### src/rtl/core/hcx_pkg.sv
// shared types and constants for the 3x3 hill cipher encryptor
`default_nettype none

package hcx_pkg;

   localparam int LETTER_W  = 5;
   localparam int BLOCK_LEN = 3;
   localparam int KEY_W     = LETTER_W * BLOCK_LEN;
   localparam int CSR_IDX_W = 2;
   localparam int COUNT_W   = 2;
   localparam int ROW_W     = 2;
   localparam int PROD_W    = 2 * LETTER_W;
   localparam int SUM_W     = PROD_W + 2;
   localparam int QUOT_W    = 7;

   localparam logic [LETTER_W-1:0] PAD_LETTER = 5'd16;
   localparam int ALPHABET = 26;

   // floor(s / 26) == (s * 2521) >> 16 for every sum below 2^12
   localparam int RECIP_MULT  = 2521;
   localparam int RECIP_SHIFT = 16;
   localparam int RECIP_W     = SUM_W + 12;

   localparam logic [CSR_IDX_W-1:0] CSR_KEY_ROW_ZERO = 2'd0;
   localparam logic [CSR_IDX_W-1:0] CSR_KEY_ROW_ONE  = 2'd1;
   localparam logic [CSR_IDX_W-1:0] CSR_KEY_ROW_TWO  = 2'd2;

   typedef logic [BLOCK_LEN-1:0][KEY_W-1:0] key_matrix_type;

   typedef struct packed {
      logic [BLOCK_LEN-1:0][LETTER_W-1:0] letters;
      logic [COUNT_W-1:0]                 count;
      logic                               closes;
   } block_type;

endpackage

`default_nettype wire

### src/rtl/core/hcx_front.sv
// front end: gathers letters into blocks of three and hands closed blocks on
`default_nettype none

module hcx_front
   import hcx_pkg::*;
(
   input  wire logic                clock,
   input  wire logic                reset,
   input  wire logic                req_valid,
   output logic                     req_ready,
   input  wire logic [LETTER_W-1:0] req_plain_letter,
   input  wire logic                req_end_of_message,
   output logic                     push_valid,
   input  wire logic                push_ready,
   output block_type                push_block
);

   logic [COUNT_W-1:0]  fill_ff, fill_in;
   logic [LETTER_W-1:0] hold0_ff, hold0_in;
   logic [LETTER_W-1:0] hold1_ff, hold1_in;
   logic                accept;
   logic                closing;

   assign req_ready  = push_ready;
   assign accept     = req_valid && push_ready;
   assign closing    = (fill_ff == COUNT_W'(BLOCK_LEN - 1)) || req_end_of_message;
   assign push_valid = req_valid && closing;

   always_comb begin
      push_block.letters[0] = (fill_ff == '0) ? req_plain_letter : hold0_ff;
      push_block.letters[1] = (fill_ff == COUNT_W'(1)) ? req_plain_letter :
                              (fill_ff == COUNT_W'(2)) ? hold1_ff : PAD_LETTER;
      push_block.letters[2] = (fill_ff == COUNT_W'(2)) ? req_plain_letter : PAD_LETTER;
      push_block.count      = fill_ff + COUNT_W'(1);
      push_block.closes     = req_end_of_message;
   end

   always_comb begin
      fill_in  = fill_ff;
      hold0_in = hold0_ff;
      hold1_in = hold1_ff;
      if (accept) begin
         if (closing) begin
            fill_in = '0;
         end else begin
            fill_in = fill_ff + COUNT_W'(1);
            if (fill_ff == '0) begin
               hold0_in = req_plain_letter;
            end else begin
               hold1_in = req_plain_letter;
            end
         end
      end
   end

   always_ff @(posedge clock) begin
      if (reset) begin
         fill_ff <= '0;
      end else begin
         fill_ff <= fill_in;
      end
   end

   always_ff @(posedge clock) begin
      hold0_ff <= hold0_in;
      hold1_ff <= hold1_in;
   end

   a_fill_range: assert property (@(posedge clock) disable iff (reset)
      fill_ff != COUNT_W'(BLOCK_LEN))
      else $error("fill count reached block length");

   a_close_clears: assert property (@(posedge clock) disable iff (reset)
      accept && closing |=> fill_ff == '0)
      else $error("fill count not cleared after a closed block");

   a_open_grows: assert property (@(posedge clock) disable iff (reset)
      accept && !closing |=> fill_ff == $past(fill_ff) + COUNT_W'(1))
      else $error("fill count did not advance");

endmodule

`default_nettype wire

### src/rtl/core/hcx_queue.sv
// short block queue between the front end and the matrix back end
`default_nettype none

module hcx_queue
   import hcx_pkg::*;
#(
   parameter int DEPTH = 4
)
(
   input  wire logic      clock,
   input  wire logic      reset,
   input  wire logic      push_valid,
   output logic           push_ready,
   input  wire block_type push_block,
   output logic           pop_valid,
   input  wire logic      pop_ready,
   output block_type      pop_block
);

   localparam int PTR_W = (DEPTH > 1) ? $clog2(DEPTH) : 1;
   localparam int CNT_W = $clog2(DEPTH + 1);

   block_type        mem_ff [DEPTH];
   logic [PTR_W-1:0] head_ff, head_in;
   logic [PTR_W-1:0] tail_ff, tail_in;
   logic [CNT_W-1:0] count_ff, count_in;
   logic             do_push;
   logic             do_pop;

   assign push_ready = (count_ff != CNT_W'(DEPTH));
   assign pop_valid  = (count_ff != '0);
   assign pop_block  = mem_ff[head_ff];
   assign do_push    = push_valid && push_ready;
   assign do_pop     = pop_valid && pop_ready;

   always_comb begin
      head_in  = head_ff;
      tail_in  = tail_ff;
      count_in = count_ff;
      if (do_push) begin
         tail_in = (tail_ff == PTR_W'(DEPTH - 1)) ? '0 : tail_ff + PTR_W'(1);
      end
      if (do_pop) begin
         head_in = (head_ff == PTR_W'(DEPTH - 1)) ? '0 : head_ff + PTR_W'(1);
      end
      if (do_push && !do_pop) begin
         count_in = count_ff + CNT_W'(1);
      end else if (do_pop && !do_push) begin
         count_in = count_ff - CNT_W'(1);
      end
   end

   always_ff @(posedge clock) begin
      if (reset) begin
         head_ff  <= '0;
         tail_ff  <= '0;
         count_ff <= '0;
      end else begin
         head_ff  <= head_in;
         tail_ff  <= tail_in;
         count_ff <= count_in;
      end
   end

   always_ff @(posedge clock) begin
      if (do_push) begin
         mem_ff[tail_ff] <= push_block;
      end
   end

endmodule

`default_nettype wire

### src/rtl/core/hcx_back.sv
// back end: one key row per cycle while the result is not stalled, multiply, sum and reduce mod 26
`default_nettype none

module hcx_back
   import hcx_pkg::*;
(
   input  wire logic                 clock,
   input  wire logic                 reset,
   input  wire key_matrix_type       key_rows,
   input  wire logic                 pop_valid,
   output logic                      pop_ready,
   input  wire block_type            pop_block,
   output logic                      rsp_valid,
   input  wire logic                 rsp_ready,
   output logic [LETTER_W-1:0]       rsp_cipher_letter,
   output logic                      rsp_last_of_run
);

   logic [ROW_W-1:0]  row_ff, row_in;
   logic              advance;
   logic              final_row;
   logic [KEY_W-1:0]  key_sel;

   // stage one: products
   logic                             p_valid_ff;
   logic                             p_last_ff;
   logic [BLOCK_LEN-1:0][PROD_W-1:0] prod_ff, prod_in;

   // stage two: sum and quotient estimate
   logic               s_valid_ff;
   logic               s_last_ff;
   logic [SUM_W-1:0]   sum_ff, sum_in;
   logic [QUOT_W-1:0]  quot_ff, quot_in;
   logic [RECIP_W-1:0] recip_prod;

   // stage three: output register
   logic                rsp_valid_ff;
   logic                rsp_last_ff;
   logic [LETTER_W-1:0] rsp_letter_ff, rsp_letter_in;
   logic [SUM_W-1:0]    remainder;

   // whole pipe moves together, held only by a stalled result beat
   assign advance   = !rsp_valid_ff || rsp_ready;
   assign final_row = (row_ff == ROW_W'(pop_block.count - COUNT_W'(1)));
   assign pop_ready = advance && final_row;

   always_comb begin
      case (row_ff)
         2'd0:    key_sel = key_rows[0];
         2'd1:    key_sel = key_rows[1];
         2'd2:    key_sel = key_rows[2];
         default: key_sel = '0;
      endcase
   end

   always_comb begin
      for (int k = 0; k < BLOCK_LEN; k++) begin
         prod_in[k] = PROD_W'(key_sel[k*LETTER_W +: LETTER_W]) *
                      PROD_W'(pop_block.letters[k]);
      end
   end

   always_comb begin
      row_in = row_ff;
      if (pop_valid && advance) begin
         row_in = final_row ? '0 : row_ff + ROW_W'(1);
      end
   end

   assign sum_in     = SUM_W'(prod_ff[0]) + SUM_W'(prod_ff[1]) + SUM_W'(prod_ff[2]);
   assign recip_prod = RECIP_W'(sum_in) * RECIP_W'(RECIP_MULT);
   assign quot_in    = recip_prod[RECIP_SHIFT +: QUOT_W];

   assign remainder     = sum_ff - SUM_W'(quot_ff) * SUM_W'(ALPHABET);
   assign rsp_letter_in = remainder[LETTER_W-1:0];

   always_ff @(posedge clock) begin
      if (reset) begin
         row_ff       <= '0;
         p_valid_ff   <= 1'b0;
         s_valid_ff   <= 1'b0;
         rsp_valid_ff <= 1'b0;
      end else begin
         row_ff <= row_in;
         if (advance) begin
            p_valid_ff   <= pop_valid;
            s_valid_ff   <= p_valid_ff;
            rsp_valid_ff <= s_valid_ff;
         end
      end
   end

   always_ff @(posedge clock) begin
      if (advance) begin
         prod_ff       <= prod_in;
         p_last_ff     <= pop_block.closes && final_row;
         sum_ff        <= sum_in;
         quot_ff       <= quot_in;
         s_last_ff     <= p_last_ff;
         rsp_letter_ff <= rsp_letter_in;
         rsp_last_ff   <= s_last_ff;
      end
   end

   assign rsp_valid         = rsp_valid_ff;
   assign rsp_cipher_letter = rsp_letter_ff;
   assign rsp_last_of_run   = rsp_last_ff;

   a_letter_range: assert property (@(posedge clock) disable iff (reset)
      rsp_valid_ff |-> rsp_letter_ff < LETTER_W'(ALPHABET))
      else $error("cipher letter out of alphabet");

   a_row_in_block: assert property (@(posedge clock) disable iff (reset)
      pop_valid |-> row_ff < ROW_W'(pop_block.count))
      else $error("row index beyond block length");

   a_quot_exact: assert property (@(posedge clock) disable iff (reset)
      s_valid_ff |-> remainder < SUM_W'(ALPHABET))
      else $error("quotient estimate off");

endmodule

`default_nettype wire

### src/rtl/core/hill_cipher_encrypt_3x3.sv
// top level of the 3x3 hill cipher encryptor: key registers and block wiring
// path: a closed block goes through the queue and the product, sum and output
// registers, its rows one per cycle; a stalled result holds rows and letters
// throughput: one plaintext letter per cycle, set by the back end issuing one
// key row per cycle; the queue absorbs blocks closed on consecutive letters
// reset: clears key rows to zero, the fill count, the queue and all valid bits
`default_nettype none

module hill_cipher_encrypt_3x3
   import hcx_pkg::*;
#(
   parameter int QUEUE_DEPTH = 4
)
(
   input  wire logic                 clock,
   input  wire logic                 reset,
   input  wire logic                 req_valid,
   output logic                      req_ready,
   input  wire logic [LETTER_W-1:0]  req_plain_letter,
   input  wire logic                 req_end_of_message,
   output logic                      rsp_valid,
   input  wire logic                 rsp_ready,
   output logic [LETTER_W-1:0]       rsp_cipher_letter,
   output logic                      rsp_last_of_run,
   input  wire logic                 csr_valid,
   output logic                      csr_ready,
   input  wire logic [CSR_IDX_W-1:0] csr_index,
   input  wire logic [KEY_W-1:0]     csr_data
);

   key_matrix_type key_ff, key_in;
   logic           push_valid;
   logic           push_ready;
   block_type      push_block;
   logic           pop_valid;
   logic           pop_ready;
   block_type      pop_block;

   assign csr_ready = 1'b1;

   always_comb begin
      key_in = key_ff;
      if (csr_valid) begin
         case (csr_index)
            CSR_KEY_ROW_ZERO: key_in[0] = csr_data;
            CSR_KEY_ROW_ONE:  key_in[1] = csr_data;
            CSR_KEY_ROW_TWO:  key_in[2] = csr_data;
            default:          key_in    = key_ff;
         endcase
      end
   end

   always_ff @(posedge clock) begin
      if (reset) begin
         key_ff <= '0;
      end else begin
         key_ff <= key_in;
      end
   end

   hcx_front u_front (
      .clock              (clock),
      .reset              (reset),
      .req_valid          (req_valid),
      .req_ready          (req_ready),
      .req_plain_letter   (req_plain_letter),
      .req_end_of_message (req_end_of_message),
      .push_valid         (push_valid),
      .push_ready         (push_ready),
      .push_block         (push_block)
   );

   hcx_queue #(
      .DEPTH (QUEUE_DEPTH)
   ) u_queue (
      .clock      (clock),
      .reset      (reset),
      .push_valid (push_valid),
      .push_ready (push_ready),
      .push_block (push_block),
      .pop_valid  (pop_valid),
      .pop_ready  (pop_ready),
      .pop_block  (pop_block)
   );

   hcx_back u_back (
      .clock             (clock),
      .reset             (reset),
      .key_rows          (key_ff),
      .pop_valid         (pop_valid),
      .pop_ready         (pop_ready),
      .pop_block         (pop_block),
      .rsp_valid         (rsp_valid),
      .rsp_ready         (rsp_ready),
      .rsp_cipher_letter (rsp_cipher_letter),
      .rsp_last_of_run   (rsp_last_of_run)
   );

endmodule

`default_nettype wire
### config.mk
export PLATFORM = sky130hd
export DESIGN_NAME = hill_cipher_encrypt_3x3
export DESIGN_NICKNAME = d
export VERILOG_FILES = /design/src/rtl/core/hcx_pkg.sv /design/src/rtl/core/hcx_front.sv /design/src/rtl/core/hcx_queue.sv /design/src/rtl/core/hcx_back.sv /design/src/rtl/core/hill_cipher_encrypt_3x3.sv
export SDC_FILE = /design/constraint.sdc
export NUM_CORES = 1
export LEC_CHECK = 0
export BUFFER_PORTS_ARGS = -buffer_cell sky130_fd_sc_hd__buf_2
export CORE_ASPECT_RATIO = 1.75
export CORE_UTILIZATION = 45
export CTS_CLUSTER_SIZE = 16
export DETAILED_ROUTE_END_ITERATION = 6
export SLEW_MARGIN = 30
export SYNTH_ARGS = -nofsm -noshare
export SYNTH_HDL_FRONTEND = slang
export SYNTH_SLANG_ARGS = --single-unit
### constraint.sdc
create_clock -name clock -period 10.6 [get_ports clock]
set_input_delay 0.53 -clock clock [delete_from_list [all_inputs] [get_ports clock]]
set_output_delay 0.53 -clock clock [all_outputs]
set_load 0.01 [all_outputs]
==> results.sh <==
export IMPL_crit_family="adder cells"
export IMPL_final_setup_viol_count=0
export IMPL_die_width_um=126
export IMPL_rsz0062_at_grt="no"
export IMPL_synth_edf_count=129
export IMPL_cts_hold_buf=0
export IMPL_htree_levels=4
export IMPL_globalplace_congestion=0.835
export IMPL_drt_pass1_iter_count=5
export IMPL_via_per_inst=5.25
export IMPL_ant_nets=0
export IMPL_critPathKind="reg2reg"
export IMPL_antenna_found_initial=0
export IMPL_core_area_sq_um=26600
export IMPL_synthArstFlopShare_pct=0
export IMPL_tns_ps=0
export IMPL_maxCapViolCount=0
export IMPL_clock_sinks=190
export IMPL_cp_max_fo=5
export IMPL_min_delay_path_class="in2reg"
export IMPL_start_util_pct=45.9
export IMPL_clk_pin_slew_ps=70
export IMPL_worstPathRequired_ps=10780
export IMPL_yosys_warnings=0
export IMPL_wl_um=24200
export IMPL_drc_errors=0
export IMPL_clk_latency_ps=450
export IMPL_drt_iter0_drc=413
export IMPL_reg2reg_slack_ps=3550
export IMPL_avgSynthCellArea_sq_um=11.3
export IMPL_die_y_um=220
export IMPL_fillers=2380
export IMPL_cts_buffers=17
export IMPL_critPathSlowestCell="fa_1"
export IMPL_clockBufferDepth=2
export IMPL_maxSlewViolCount=0
export IMPL_finalHoldViolations=0
export IMPL_diodes=0
export IMPL_dp_hpwl_um=19000
export IMPL_critPathBufInv=7
export IMPL_skew_ps=22.7
export IMPL_worstPathArrival_ps=7220
export IMPL_status="completed"
export IMPL_drive_gt1_share_pct=9.17
export IMPL_post_cts_buffers=0
export IMPL_yosysUniqueCellTypes=54
export IMPL_ff_latch_area_sq_um=5090
export IMPL_slowest_delay_ps=550
export IMPL_grt_pass1_wl_um=39900
export IMPL_worst_setup_path_end_kind="flip-flop"
export IMPL_cpMostUsedCell="inv_1"
export IMPL_grt_overflow=0
export IMPL_ys_ff_latch=190
export IMPL_routedWlPerCell_um=16.7
export IMPL_dieArea_sq_um=27800
export IMPL_syn_inst=1076
export IMPL_synth_fp_nets=1320
export IMPL_worst_pin_slew_ps=1000
export IMPL_io_pins=37
export IMPL_vias=7599
export IMPL_io_buffers=35
export IMPL_max_freq_mhz=142
export IMPL_cts_tree="done"
export IMPL_worstSetupStartpointType="flip-flop"
export IMPL_grt_max_degree=60
export IMPL_period_needed_ps=7050
export IMPL_cts_root_buffer="clkbuf_16"
export IMPL_synth_ff_type="edfxtp_1"
export IMPL_yosysSeqAreaShare_pct=41.8
export IMPL_core_rowCount=79
export IMPL_track_usage_pct=19.0
export IMPL_area_delta_synth_final_pct=9.65
export IMPL_multi_input_area_sq_um=6470
export IMPL_synth_area_sq_um=12200
export IMPL_layout_nets=1354
export IMPL_slew_headroom_pct=32.6
export IMPL_ctsResizeCount=0
export IMPL_grt_pass1_vias=8070
export IMPL_fin_crit_sh_pct=66.5
## state kept, by name (all words and copies together) (netlist names), 2 cells and up, named ones only
name                      count
key_ff                       45
u_back.prod_ff               30
u_back.quot_ff                4
u_back.row_ff                 2
u_back.rsp_cipher_letter      5
u_back.sum_ff                 5
u_front.fill_ff               2
u_front.hold0_ff              5
u_front.hold1_ff              5
u_queue.count_ff              3
u_queue.head_ff               2
u_queue.mem_ff               72
u_queue.tail_ff               2
## per-layer routing
metal / up-vias / GRT usage [%] / wire length, um
li1: 3735 / - / -
met1: 3705 / 17.7 / 8460
met2: 109 / 38.4 / 14000
met3: 50 / 2.52 / 465
met4: 0 / 11.4 / 1220
met5: - / 0 / 0
## stage by stage
| step | hold slack [ps] | utilization (%) | setup slack [ps] | instance area [sq um] | instances |
|---|---|---|---|---|---|
| after floorplan | 400 | - | 4220 | 12200 | 1076 |
| after global placement | 408 | 47.8 | 3660 | 12700 | 1414 |
| after detailed placement | 407 | 47.9 | 3500 | 12700 | 1415 |
| after CTS | 293 | 50.3 | 3510 | 13400 | 1447 |
| after global routing | 307 | 50.3 | 2920 | 13400 | 1447 |
| final | 310 | 50.3 | 3550 | 13400 | 1447 |
## worst reg2reg max path, delay by kind of cell (launching register included)
kind	cells	cell delay [ps]
xor+xnor	2	710
buf+inv	7	400
flops	1	330
simple gates	2	280
compound gates	5	1310
fa+ha+maj	9	3750
## synth_stat cells, types with 5 or more instances
library cell,count,share of area [%]
edfxtp_1,129,32
nor2_1,42,1.3
o21bai_1,8,0.49
xnor2_1,37,2.7
fa_1,78,13
xor2_1,12,0.86
mux4_1,5,1.1
ha_1,138,14
nand3_1,5,0.21
and2_1,49,2.5
mux2_2,5,0.46
dfxtp_1,61,10
a21o_1,13,0.80
o21ai_0,16,0.66
mux4_2,13,2.4
a21oi_1,79,3.2
a222oi_1,15,1.2
inv_1,140,4.3
nor2b_1,5,0.26
nand2_1,148,4.6
clkbuf_1,22,0.68
## cells in the final DEF, fill, tap and decap left out, types with 4 or more instances in the layout
master	synthesis	layout
o21ai_0	16	16
mux2i_1	4	4
and2_1	49	47
dfxtp_1	61	61
nand2_1	148	148
mux2_2	5	5
a222oi_1	15	15
clkinv_4	0	4
mux4_2	13	13
inv_1	140	139
nor2_1	42	42
ha_1	138	138
a21o_1	13	13
mux4_1	5	5
xor2_1	12	12
bufinv_16	0	4
nand3_1	5	5
buf_2	2	34
edfxtp_1	129	129
a21oi_1	79	79
o21bai_1	8	8
nor2b_1	5	5
xnor2_1	37	37
fa_1	78	78
nor3_1	4	4
clkbuf_16	0	17
buf_4	1	7
## path summary, 6_finish.rpt
path / from / end / cells past startpoint
worst min-delay path: req_plain_letter[4] / u_front.hold1_ff[4]$_DFFE_PP_ / 1
worst min register to register: u_back.sum_ff[0]$_DFFE_PN_ / u_back.rsp_cipher_letter[0]$_DFFE_PN_ / 0
worst max-delay path: u_back.prod_ff[1]$_DFFE_PN_ / u_back.quot_ff[3]$_DFFE_PN_ / 25
worst max register to register: u_back.prod_ff[1]$_DFFE_PN_ / u_back.quot_ff[3]$_DFFE_PN_ / 25
## final cells by class
class                           count  area share [%]
Tap cell                          324            3.03
Inverter                          140            3.93
Clock inverter                     15            1.69
Timing Repair Buffer               42            1.75
Sequential cell                   190            38.1
Multi-Input combinational cell    719            48.3
Clock buffer                       17            3.18
## logic make-up after synthesis
kind of cell	Yosys count	synth area share (%)
AO/OA/AOI/OAI	150	7.65
other	1	0.0307
flip-flops	190	41.8
AND/OR/NAND/NOR	274	10.3
adder cells (fa/ha/maj)	216	26.9
multiplexers	28	4.38
XOR/XNOR	50	3.65
buffers and inverters	167	5.26
Power is not shown: default switching activity piles up to over one toggle a cycle in this logic, so the estimate is an artifact.
